File: config.mk
export PLATFORM = sky130hd
export DESIGN_NAME = uart_rx_tx_ring_buffers_unit
export DESIGN_NICKNAME = d
export VERILOG_FILES = /design/src/rtl/core/urb_pkg.sv /design/src/rtl/core/urb_ram.sv /design/src/rtl/core/urb_ctrl.sv /design/src/rtl/core/urb_dp.sv /design/src/rtl/core/uart_rx_tx_ring_buffers_unit.sv
export SDC_FILE = /design/constraint.sdc
export NUM_CORES = 1
export LEC_CHECK = 0
export ABC_AREA = 0
export BUFFER_PORTS_ARGS = -buffer_cell sky130_fd_sc_hd__buf_4
export CORE_MARGIN = 2
export CORE_UTILIZATION = 67
export DETAILED_ROUTE_END_ITERATION = 16
export PLACE_DENSITY_LB_ADDON = 0.3
export REMOVE_ABC_BUFFERS = 1
export SYNTH_ARGS = -nofsm -noshare
export SYNTH_HDL_FRONTEND = slang
export SYNTH_SLANG_ARGS = --single-unit
File: constraint.sdc
create_clock -name clk -period 4.4 [get_ports clk]
set_input_delay 1.32 -clock clk [delete_from_list [all_inputs] [get_ports clk]]
set_output_delay 1.32 -clock clk [all_outputs]
set_load 0.05 [all_outputs]
File: src/rtl/core/urb_pkg.sv
`timescale 1ns / 1ps
// ----------------------------------------------------------------------------
// UART ring buffers package
// Shared types, codes and default sizes for the receive/transmit ring block.
// ----------------------------------------------------------------------------
package urb_pkg;

	localparam int DEF_RX_DEPTH = 16;
	localparam int DEF_TX_DEPTH = 16;
	localparam int BYTE_W       = 8;
	localparam int KIND_W       = 3;
	localparam int RXC_W        = 4;

	typedef enum logic [KIND_W-1:0] {
		KIND_RX_BYTE = 3'd0,
		KIND_TX_RDY  = 3'd1,
		KIND_GETC    = 3'd2,
		KIND_PEEK    = 3'd3,
		KIND_PUTC    = 3'd4,
		KIND_FLUSH   = 3'd5
	} kind_t;

	typedef enum logic [1:0] {
		ST_IDLE = 2'd0,
		ST_EXEC = 2'd1,
		ST_RESP = 2'd2
	} state_t;

	// Commands from the controller to the datapath.
	typedef struct packed {
		logic capture;
		logic rx_push;
		logic rx_overrun;
		logic rx_read;
		logic rx_pop;
		logic no_data;
		logic tx_pop;
		logic tx_stop;
		logic tx_push;
		logic tx_reject;
		logic flush;
	} cmd_t;

	// Status from the datapath to the controller.
	typedef struct packed {
		kind_t kind;
		logic  rx_empty;
		logic  rx_full;
		logic  tx_empty;
		logic  tx_full;
	} status_t;

endpackage

File: src/rtl/core/urb_ram.sv
`timescale 1ns / 1ps
// ----------------------------------------------------------------------------
// Generic single-port-write RAM
// One write port and one read port with a registered read.
// ----------------------------------------------------------------------------
module urb_ram #(
	parameter int WIDTH = 8,
	parameter int DEPTH = 16
) (
	input  logic                     clk,
	input  logic                     we,
	input  logic [$clog2(DEPTH)-1:0] waddr,
	input  logic [WIDTH-1:0]         wdata,
	input  logic                     re,
	input  logic [$clog2(DEPTH)-1:0] raddr,
	output logic [WIDTH-1:0]         rdata
);

	logic [WIDTH-1:0] mem_q [DEPTH];
	logic [WIDTH-1:0] rdata_q;

	always_ff @(posedge clk) begin
		if (we) begin
			mem_q[waddr] <= wdata;
		end
		if (re) begin
			rdata_q <= mem_q[raddr];
		end
	end

	assign rdata = rdata_q;

endmodule

File: src/rtl/core/urb_ctrl.sv
`timescale 1ns / 1ps
// ----------------------------------------------------------------------------
// UART ring buffers controller
// Sequences each item through accept, execute and result, and decodes the
// item kind against the ring status into datapath commands.
// ----------------------------------------------------------------------------
module urb_ctrl (
	input  logic             clk,
	input  logic             arst_n,
	input  logic             start,
	input  urb_pkg::status_t status,
	output urb_pkg::cmd_t    cmd,
	output logic             busy,
	output logic             done
);

	urb_pkg::state_t state_q;
	urb_pkg::state_t state_d;

	always_ff @(posedge clk or negedge arst_n) begin
		if (!arst_n) begin
			state_q <= urb_pkg::ST_IDLE;
		end else begin
			state_q <= state_d;
		end
	end

	always_comb begin
		state_d = state_q;
		cmd     = '0;
		busy    = 1'b0;
		done    = 1'b0;
		case (state_q)
			urb_pkg::ST_IDLE: begin
				if (start) begin
					cmd.capture = 1'b1;
					state_d     = urb_pkg::ST_EXEC;
				end
			end
			urb_pkg::ST_EXEC: begin
				busy    = 1'b1;
				state_d = urb_pkg::ST_RESP;
				case (status.kind)
					urb_pkg::KIND_RX_BYTE: begin
						if (status.rx_full) begin
							cmd.rx_overrun = 1'b1;
						end else begin
							cmd.rx_push = 1'b1;
						end
					end
					urb_pkg::KIND_TX_RDY: begin
						if (status.tx_empty) begin
							cmd.tx_stop = 1'b1;
						end else begin
							cmd.tx_pop = 1'b1;
						end
					end
					urb_pkg::KIND_GETC: begin
						if (status.rx_empty) begin
							cmd.no_data = 1'b1;
						end else begin
							cmd.rx_read = 1'b1;
							cmd.rx_pop  = 1'b1;
						end
					end
					urb_pkg::KIND_PEEK: begin
						if (status.rx_empty) begin
							cmd.no_data = 1'b1;
						end else begin
							cmd.rx_read = 1'b1;
						end
					end
					urb_pkg::KIND_PUTC: begin
						if (status.tx_full) begin
							cmd.tx_reject = 1'b1;
						end else begin
							cmd.tx_push = 1'b1;
						end
					end
					urb_pkg::KIND_FLUSH: begin
						cmd.flush = 1'b1;
					end
					default: begin
					end
				endcase
			end
			urb_pkg::ST_RESP: begin
				done = 1'b1;
				// The next item may be taken while this result is shown.
				if (start) begin
					cmd.capture = 1'b1;
					state_d     = urb_pkg::ST_EXEC;
				end else begin
					state_d = urb_pkg::ST_IDLE;
				end
			end
			default: begin
				state_d = urb_pkg::ST_IDLE;
			end
		endcase
	end

endmodule

File: src/rtl/core/urb_dp.sv
`timescale 1ns / 1ps
// ----------------------------------------------------------------------------
// UART ring buffers datapath
// Ring pointers, flags, result registers and the two byte stores.
// ----------------------------------------------------------------------------
module urb_dp #(
	parameter int RX_DEPTH = urb_pkg::DEF_RX_DEPTH,
	parameter int TX_DEPTH = urb_pkg::DEF_TX_DEPTH
) (
	input  logic                        clk,
	input  logic                        arst_n,
	input  urb_pkg::cmd_t               cmd,
	output urb_pkg::status_t            status,
	input  logic [urb_pkg::KIND_W-1:0]  kind,
	input  logic [urb_pkg::BYTE_W-1:0]  byte_in,
	output logic [urb_pkg::BYTE_W-1:0]  byte_out,
	output logic                        byte_out_valid,
	output logic                        no_data,
	output logic                        overrun_flag,
	output logic [urb_pkg::BYTE_W-1:0]  tx_byte,
	output logic                        tx_byte_valid,
	output logic                        tx_rejected,
	output logic                        tx_active,
	output logic [urb_pkg::RXC_W-1:0]   rx_count
);

	localparam int RXP_W = $clog2(RX_DEPTH);
	localparam int TXP_W = $clog2(TX_DEPTH);
	localparam int CNT_W = (RXP_W + 1 > urb_pkg::RXC_W) ? RXP_W + 1 : urb_pkg::RXC_W;

	logic [RXP_W-1:0] rx_head_q, rx_tail_q, rx_head_nxt, rx_tail_nxt;
	logic [TXP_W-1:0] tx_head_q, tx_tail_q, tx_head_nxt, tx_tail_nxt;
	logic             overrun_q;
	logic             tx_en_q;
	urb_pkg::kind_t   kind_q;
	logic [urb_pkg::BYTE_W-1:0] byte_q;
	logic             rd_valid_q, no_data_q, txb_valid_q, reject_q;
	logic [urb_pkg::BYTE_W-1:0] rx_rdata, tx_rdata;
	logic [CNT_W-1:0] head_x, tail_x, count;

	assign rx_head_nxt = (rx_head_q == RXP_W'(RX_DEPTH - 1)) ? '0 : rx_head_q + 1'b1;
	assign rx_tail_nxt = (rx_tail_q == RXP_W'(RX_DEPTH - 1)) ? '0 : rx_tail_q + 1'b1;
	assign tx_head_nxt = (tx_head_q == TXP_W'(TX_DEPTH - 1)) ? '0 : tx_head_q + 1'b1;
	assign tx_tail_nxt = (tx_tail_q == TXP_W'(TX_DEPTH - 1)) ? '0 : tx_tail_q + 1'b1;

	assign status.kind     = kind_q;
	assign status.rx_empty = (rx_head_q == rx_tail_q);
	assign status.rx_full  = (rx_head_nxt == rx_tail_q);
	assign status.tx_empty = (tx_head_q == tx_tail_q);
	assign status.tx_full  = (tx_head_nxt == tx_tail_q);

	always_ff @(posedge clk) begin
		if (cmd.capture) begin
			kind_q <= urb_pkg::kind_t'(kind);
			byte_q <= byte_in;
		end
	end

	always_ff @(posedge clk or negedge arst_n) begin
		if (!arst_n) begin
			rx_head_q   <= '0;
			rx_tail_q   <= '0;
			tx_head_q   <= '0;
			tx_tail_q   <= '0;
			overrun_q   <= 1'b0;
			tx_en_q     <= 1'b0;
			rd_valid_q  <= 1'b0;
			no_data_q   <= 1'b0;
			txb_valid_q <= 1'b0;
			reject_q    <= 1'b0;
		end else begin
			if (cmd.capture) begin
				rd_valid_q  <= 1'b0;
				no_data_q   <= 1'b0;
				txb_valid_q <= 1'b0;
				reject_q    <= 1'b0;
			end
			if (cmd.rx_push) begin
				rx_head_q <= rx_head_nxt;
				overrun_q <= 1'b0;
			end
			if (cmd.rx_overrun) begin
				overrun_q <= 1'b1;
			end
			if (cmd.rx_read) begin
				rd_valid_q <= 1'b1;
			end
			if (cmd.rx_pop) begin
				rx_tail_q <= rx_tail_nxt;
			end
			if (cmd.no_data) begin
				no_data_q <= 1'b1;
			end
			if (cmd.flush) begin
				rx_head_q <= rx_tail_q;
			end
			if (cmd.tx_pop) begin
				tx_tail_q   <= tx_tail_nxt;
				txb_valid_q <= 1'b1;
			end
			if (cmd.tx_stop) begin
				tx_en_q <= 1'b0;
			end
			if (cmd.tx_push) begin
				tx_head_q <= tx_head_nxt;
				tx_en_q   <= 1'b1;
			end
			if (cmd.tx_reject) begin
				reject_q <= 1'b1;
			end
		end
	end

	urb_ram #(
		.WIDTH(urb_pkg::BYTE_W),
		.DEPTH(RX_DEPTH)
	) u_rx_ram (
		.clk  (clk),
		.we   (cmd.rx_push),
		.waddr(rx_head_nxt),
		.wdata(byte_q),
		.re   (cmd.rx_read),
		.raddr(rx_tail_nxt),
		.rdata(rx_rdata)
	);

	urb_ram #(
		.WIDTH(urb_pkg::BYTE_W),
		.DEPTH(TX_DEPTH)
	) u_tx_ram (
		.clk  (clk),
		.we   (cmd.tx_push),
		.waddr(tx_head_nxt),
		.wdata(byte_q),
		.re   (cmd.tx_pop),
		.raddr(tx_tail_nxt),
		.rdata(tx_rdata)
	);

	// Fill level wraps around the ring when the head sits below the tail.
	assign head_x = CNT_W'(rx_head_q);
	assign tail_x = CNT_W'(rx_tail_q);
	assign count  = (head_x >= tail_x) ? head_x - tail_x
	                                   : head_x + CNT_W'(RX_DEPTH) - tail_x;

	assign byte_out       = rd_valid_q ? rx_rdata : '0;
	assign byte_out_valid = rd_valid_q;
	assign no_data        = no_data_q;
	assign overrun_flag   = overrun_q;
	assign tx_byte        = txb_valid_q ? tx_rdata : '0;
	assign tx_byte_valid  = txb_valid_q;
	assign tx_rejected    = reject_q;
	assign tx_active      = tx_en_q;
	assign rx_count       = count[urb_pkg::RXC_W-1:0];

endmodule

File: src/rtl/core/uart_rx_tx_ring_buffers_unit.sv
`timescale 1ns / 1ps
// ----------------------------------------------------------------------------
// UART receive and transmit ring buffers
// Two byte rings with one-slot-free full detection, served one item at a time.
// ----------------------------------------------------------------------------
// An item (kind, byte_in) is taken at a clock edge where start is high and
// busy is low. Kinds: received byte, transmitter ready, getc, peek, putc and
// flush of the receive ring. Each item gives exactly one result.
// The cycle after acceptance the controller decodes the item, moves the ring
// pointers and reads or writes the ring memory; the memory read is registered,
// so the result appears the following cycle with done high for one cycle.
// A new item may be started in the done cycle; while an item executes, busy
// is high and no new item is taken.
// Results cannot be held off by the receiver: done lasts exactly one cycle.
// Reset empties both rings, clears the overrun and transmit-active flags and
// leaves the ring memories uninitialized; a ring of depth D holds D-1 bytes.
// ----------------------------------------------------------------------------
module uart_rx_tx_ring_buffers_unit #(
	parameter int RX_DEPTH = urb_pkg::DEF_RX_DEPTH,
	parameter int TX_DEPTH = urb_pkg::DEF_TX_DEPTH
) (
	input  logic                        clk,
	input  logic                        arst_n,
	input  logic                        start,
	output logic                        busy,
	input  logic [urb_pkg::KIND_W-1:0]  kind,
	input  logic [urb_pkg::BYTE_W-1:0]  byte_in,
	output logic                        done,
	output logic [urb_pkg::BYTE_W-1:0]  byte_out,
	output logic                        byte_out_valid,
	output logic                        no_data,
	output logic                        overrun_flag,
	output logic [urb_pkg::BYTE_W-1:0]  tx_byte,
	output logic                        tx_byte_valid,
	output logic                        tx_rejected,
	output logic                        tx_active,
	output logic [urb_pkg::RXC_W-1:0]   rx_count
);

	urb_pkg::cmd_t    cmd;
	urb_pkg::status_t status;

	urb_ctrl u_ctrl (
		.clk   (clk),
		.arst_n(arst_n),
		.start (start),
		.status(status),
		.cmd   (cmd),
		.busy  (busy),
		.done  (done)
	);

	urb_dp #(
		.RX_DEPTH(RX_DEPTH),
		.TX_DEPTH(TX_DEPTH)
	) u_dp (
		.clk           (clk),
		.arst_n        (arst_n),
		.cmd           (cmd),
		.status        (status),
		.kind          (kind),
		.byte_in       (byte_in),
		.byte_out      (byte_out),
		.byte_out_valid(byte_out_valid),
		.no_data       (no_data),
		.overrun_flag  (overrun_flag),
		.tx_byte       (tx_byte),
		.tx_byte_valid (tx_byte_valid),
		.tx_rejected   (tx_rejected),
		.tx_active     (tx_active),
		.rx_count      (rx_count)
	);

endmodule

# ---- Word level (Yosys, flattened, before mapping)
# Memory sizes are Yosys's and may differ from the RTL's. A register that Yosys moved wholly into a read port is not among the register bits.
# Index checks and enable logic that the tools add are counted.
dict set report totals {
  ff_bits 35
  mem_count 2
  input_bits 14
  latch_bits 0
  mem_bits_ro 0
  output_inout_bits 28
  ramBits 256
}
# name depth word_bits read_ports rd_ports_with_merged_regs write_ports line_no
set memory_table {}
lappend memory_table {u_dp.u_rx_ram.mem_q 16 8 1 1 1 urb_ram.sv:19} ;# logic [WIDTH-1:0] mem_q [DEPTH];
lappend memory_table {u_dp.u_tx_ram.mem_q 16 8 1 1 1 urb_ram.sv:19}
dict set report op_classes {
  n_bitwise 0
  n_div 0
  n_lt_le_gt_ge 1
  mul 0
  eq_ne 16
  muxes 46
  reduce_logical 11
  shifts 0
  n_addsub 7
}
# operator n
set op_table {}
lappend op_table {{$mux W1} 29}
lappend op_table {{$mux W4} 7}
lappend op_table {{$add A4 B1 Y4 const B} 5}
lappend op_table {{$eq A4 B4 Y1} 4}
lappend op_table {{$eq A4 B4 Y1 const B} 4}
lappend op_table {{$mux W8} 2}
lappend op_table {{$reduce_bool A2 Y1} 7}
lappend op_table {{$mux W10} 1}
lappend op_table {{$mux W2} 5}
lappend op_table {{$sub A4 B4 Y4} 2}
lappend op_table {{$eq A3 B2 Y1 const B} 2}
lappend op_table {{$eq A3 B3 Y1 const B} 2}
lappend op_table {{$pmux W2 S3} 1}
lappend op_table {{$ge A4 B4 Y1} 1}
lappend op_table {{$reduce_or A2 Y1} 2}
lappend op_table {{$eq A3 B1 Y1 const B} 1}
lappend op_table {{$logic_not A3 Y1} 1}
lappend op_table {{$eq A2 B1 Y1 const B} 1}
lappend op_table {{$eq A2 B2 Y1 const B} 1}
lappend op_table {{$logic_not A2 Y1} 1}
lappend op_table {{$ne A2 B2 Y1 const B} 1}
lappend op_table {{$pmux W1 S2} 1}

# ---- Logic depth before layout (Yosys ltp)
dict set report logic_depth {
  word_depth 8
  mapped_depth 10
  ltp_nobuf 7
}

# ---- Modules after synthesis
# A second synthesis with hierarchy kept.
dict set report hier_totals {
  hier_cells 644
  hier_area_um2 12431.9
}
# module area_each_um2 instances seq_area_each_um2 cells_per_inst
set modules_own_cells {}
lappend modules_own_cells {urb_ram 5227.5 2 4083.9 229}
lappend modules_own_cells {urb_dp 1775.5 1 880.8 161}
lappend modules_own_cells {urb_ctrl 201.4 1 50.0 25}

# ---- Worst setup path after synthesis
# No wires, ideal clock.
dict set report synth_path {
  kind {reg2out}
  startpoint {register u_dp.rx_head_q[0]}
  endpoint {output port rx_count[2] (netlist name)}
  n_path_buf 0
  setup_slack_ns 1.140
  required_ns 3.080
  path_stages_with_launch 5
  arrival_ns 1.940
  cell_sequence {dfrtp_1 > inv_1 > ha_1 > fa_1 > xnor2_1}
}
dict set report synth_between {
  elab_chain_cells 3
  elab_cells_between_ends 5
  classes_between {add/sub (3); order compare (1); mux (1)}
}
# item line_no
set synth_rtl {}
lappend synth_rtl {{start: declaration} urb_dp.sv:31} ;# logic [RXP_W-1:0] rx_head_q, rx_tail_q, rx_head_nxt, rx_tail_nxt;
lappend synth_rtl {{start signal: assignment} urb_dp.sv:79} ;# rx_head_q <= rx_head_nxt;
lappend synth_rtl {{start signal: assignment} urb_dp.sv:95} ;# rx_head_q <= rx_tail_q;
lappend synth_rtl {{$add A4 B1 Y4} urb_dp.sv:144} ;# : head_x + CNT_W'(RX_DEPTH) - tail_x;
lappend synth_rtl {{$sub A4 B4 Y4} urb_dp.sv:144}
lappend synth_rtl {{$mux W4 (*)} urb_dp.sv:143} ;# assign count = (head_x >= tail_x) ? head_x - tail_x
lappend synth_rtl {{end: declaration} uart_rx_tx_ring_buffers_unit.sv:37} ;# output logic [urb_pkg::RXC_W-1:0] rx_count
# Mark *: on every way between the ends. The rest lies on a longest branch, timed or not.

# ---- Worst setup path after layout
dict set report layout_path {
  startpoint {register u_dp.rx_tail_q[2]}
  endpoint {output port rx_count[3] (netlist name)}
}
dict set report layout_between {
  elab_chain_cells 2
  elab_cells_between_ends 4
  classes_between {add/sub (2); order compare (1); mux (1)}
}
# item line_no
set layout_rtl {}
lappend layout_rtl {{start: declaration} urb_dp.sv:31}
lappend layout_rtl {{start signal: assignment} urb_dp.sv:89} ;# rx_tail_q <= rx_tail_nxt;
lappend layout_rtl {{$sub A4 B4 Y4 (tied with other cells)} urb_dp.sv:144}
lappend layout_rtl {{$mux W4 (*)} urb_dp.sv:143}
# Marks and branches as above.

==> run summary <==
Status -> finished, final reports clean
Static leakage -> 5.01 nW
Vias per std cell -> 6.76
CTS max path bufs -> 3
Routed vias -> 7807
N_diodes -> 0
Post-cts resize count -> 0
CP max stage cell -> dfrtp_1
CP required -> 3.08 ns
RD Place Congestion -> 0.862
Top cell type's share of synthesized area -> 0.651
Synth Instances -> 820
1st-pass router iterations -> 8
Die width -> 144 microns
# IOs -> 42
Final worst path period need -> 3.68 ns
Hold buffers post-CTS -> 0
Row count -> 51
Die height -> 144 microns
CTS Buf Count -> 30
Dominant synthesized flop cell -> edfxtp_1
Die area -> 20600 sq um
Pin count of the biggest net entering global routing -> 45
Wirelength per Cell -> 25.8 microns
Critical Path Max Stage Delay -> 0.61 ns
Post-DP HPWL -> 18800 microns
Post-synth top area cell -> edfxtp_1
Routed Antenna Nets -> 0
Slew Limit Fails -> 0
Critical path's top delay family -> flip-flops
Final Skew -> 0.0129 ns
Root buffer cell -> clkbuf_16
Synth warn -> 0
Crit-path cells -> inv_1, ha_1, a21oi_1, xor2_1, buf_4
Routed WL -> 29700 microns
Worst Tran Pin Value -> 1.32 ns
Ratio of cells with drive above 1 in the final layout -> 0.189
FFs w/ async S/R, synth -> 0.0782
Number of synthesized flops with an enable pin -> 283
Area of the core -> 19300 sq um
Starting Density -> 0.677
Area growth from synthesis to final layout -> 12.2%
Vias in the first global route -> 7857
Crit end category -> output pin
Design area -> 14600 sq um
Final worst-path cycle share -> 0.837
Setup TNS -> 0 ns
Gr usage total -> 0.298
Arr. time, crit path -> 2.36 ns
Clock sink count -> 307
Final nets -> 896
RSZ-0062 raised after global routing -> false
DRC -> 0
Number of fill cells -> 1073
Setup Fix Bufs, Post-CTS -> 0
Crit path max fanout -> 11
Initial antenna violation count -> 1
Relative slew margins -> 0.122
Hold violation count in the final report -> 0
Post-Layout Cell Count -> 1155
Worst min path class -> reg2reg
Fmax -> 272 MHz
Synth top area cells -> edfxtp_1 65%, mux4_2 7.3%, dfrtp_1 4.6%, nand2_1 1.9%, and2_1 1.7%
Register area share after synthesis -> 0.697
Clock Latency Late Sink -> 0.55 ns
Library cells used by synthesis -> 65
First-pass GRT wire length -> 45000 microns
Max cap viols -> 0
H-tree depth -> 1
VDD IR max -> 0.383 mV
Cell Area, Synth -> 13000 sq um
Number of port buffers -> 41
Clk slew on worst S/H paths -> 0.07 ns
Gr ovfl total -> 0
Post-synthesis register bit count -> 307
Power per cell area -> 630 nW/um^2
Setup violations, final -> 0
Syn_area_per_cell -> 15.9 sq um
Inst Count DP -> 1099
1st-iter DRT viols -> 1179
Critical path type -> reg2out
CTS tree -> yes
Area after DPL -> 13600 sq um
CP Buf/Inv Count -> 2
Worst Setup Start Kind -> flip-flop
[per-stage QoR]
step	total power, mW	utilization	setup slack [ns]	hold slack (ns)
floorplan	5.64	-	1.12	0.562
global placement	6.40	0.705	1.40	0.486
detailed placement	6.50	0.705	1.25	0.487
CTS	9.19	0.759	0.746	0.510
global route	9.56	0.759	0.624	0.532
finish	9.22	0.759	0.718	0.507
[power breakdown]
group          switching [mW]  internal (mW)
Clock                    1.07           1.63
Sequential              0.207           3.33
Combinational            1.77           1.21
[logic make-up after synthesis]
kind of cell | after synthesis | synth area share
multiplexers | 63 | 0.0922
flip-flops | 307 | 0.697
XOR/XNOR | 22 | 0.0153
AND/OR/NAND/NOR | 212 | 0.0837
adder cells (fa/ha/maj) | 16 | 0.0159
buffers and inverters | 70 | 0.0260
AO/OA/AOI/OAI | 130 | 0.0694
[per-layer routing]
metal  vias to the layer above  part of all wire  wire length, microns  track usage
met4                         2             0.035                  1040       0.0986
li1                       3273                 -                     -            -
met3                        86              0.11                  3250       0.0746
met2                       544              0.48                 14200        0.467
met1                      3902              0.38                 11200        0.418
met5                         -           0.00037                    11            0
[path summary, 6_finish.rpt]
| kind | from | end | slack [ns] | cells past startpoint |
|---|---|---|---|---|
| max in group asynchronous | arst_n | u_dp.tx_rejected | 3.40 | 1 |
| max | u_dp.rx_tail_q[2] | rx_count[3] | 0.72 | 5 |
| max reg2reg | u_dp.tx_tail_q[0] | u_dp.u_tx_ram.rdata[3] | 1.14 | 6 |
| min in group asynchronous | arst_n | u_dp.rx_tail_q[0] | 0.69 | 1 |
| min | u_dp.no_data | u_dp.no_data | 0.51 | 1 |
| min reg2reg | u_dp.no_data | u_dp.no_data | 0.51 | 1 |
[cell usage in the layout, fill, tap and decap left out, drive strengths merged, types with 24 or more instances in the layout]
cell type  count
and2          36
buf           54
clkbuf        39
dfrtp         24
edfxtp       283
inv           30
mux4          44
nand2         67
nor2          30
o21ai         34
[registers in the layout, summed over array words and instances, names as in the netlist]
signal and cells:
u_dp.rx_head_q 4, u_dp.overrun_flag 1, u_ctrl.state_q 2, u_dp.tx_tail_q 4
u_dp.byte_out_valid 1, u_dp.kind_q 3, u_dp.u_tx_ram.mem_q 128, u_dp.rx_tail_q 4
u_dp.u_rx_ram.mem_q 128, u_dp.u_tx_ram.rdata 8, u_dp.tx_active 1, u_dp.no_data 1
u_dp.tx_byte_valid 1, u_dp.byte_q 8, u_dp.u_rx_ram.rdata 8, u_dp.tx_head_q 4
u_dp.tx_rejected 1
[area by class of cell]
type | count | area (sq um) | area share
timing repair buffer | 54 | 418 | 0.0286
multi-input combinational | 443 | 3620 | 0.247
sequential | 307 | 9100 | 0.622
tap | 265 | 332 | 0.0227
clock buffer | 39 | 836 | 0.0571
inverter | 30 | 113 | 0.00770
clock inverter | 17 | 215 | 0.0147
[cells in the mapped netlist (5+ instances only)]
cell,number
edfxtp_1,283
nand2_1,67
mux4_2,42
and2_1,36
o21ai_0,33
nor2_1,30
inv_1,29
dfrtp_1,24
a21oi_1,20
nand3_1,20
buf_2,18
xnor2_1,16
ha_1,15
nor3_1,13
o22ai_1,12
mux2_2,11
a31oi_1,10
clkbuf_1,10
a22oi_1,8
mux2i_1,8
a21boi_0,7
a221oi_1,7
nor3b_1,7
a22o_1,5
and3_1,5
nand2b_1,5
nand4_1,5
nor2b_1,5
xor2_1,5
No activity file was read; power rests on OpenSTA's default activity.
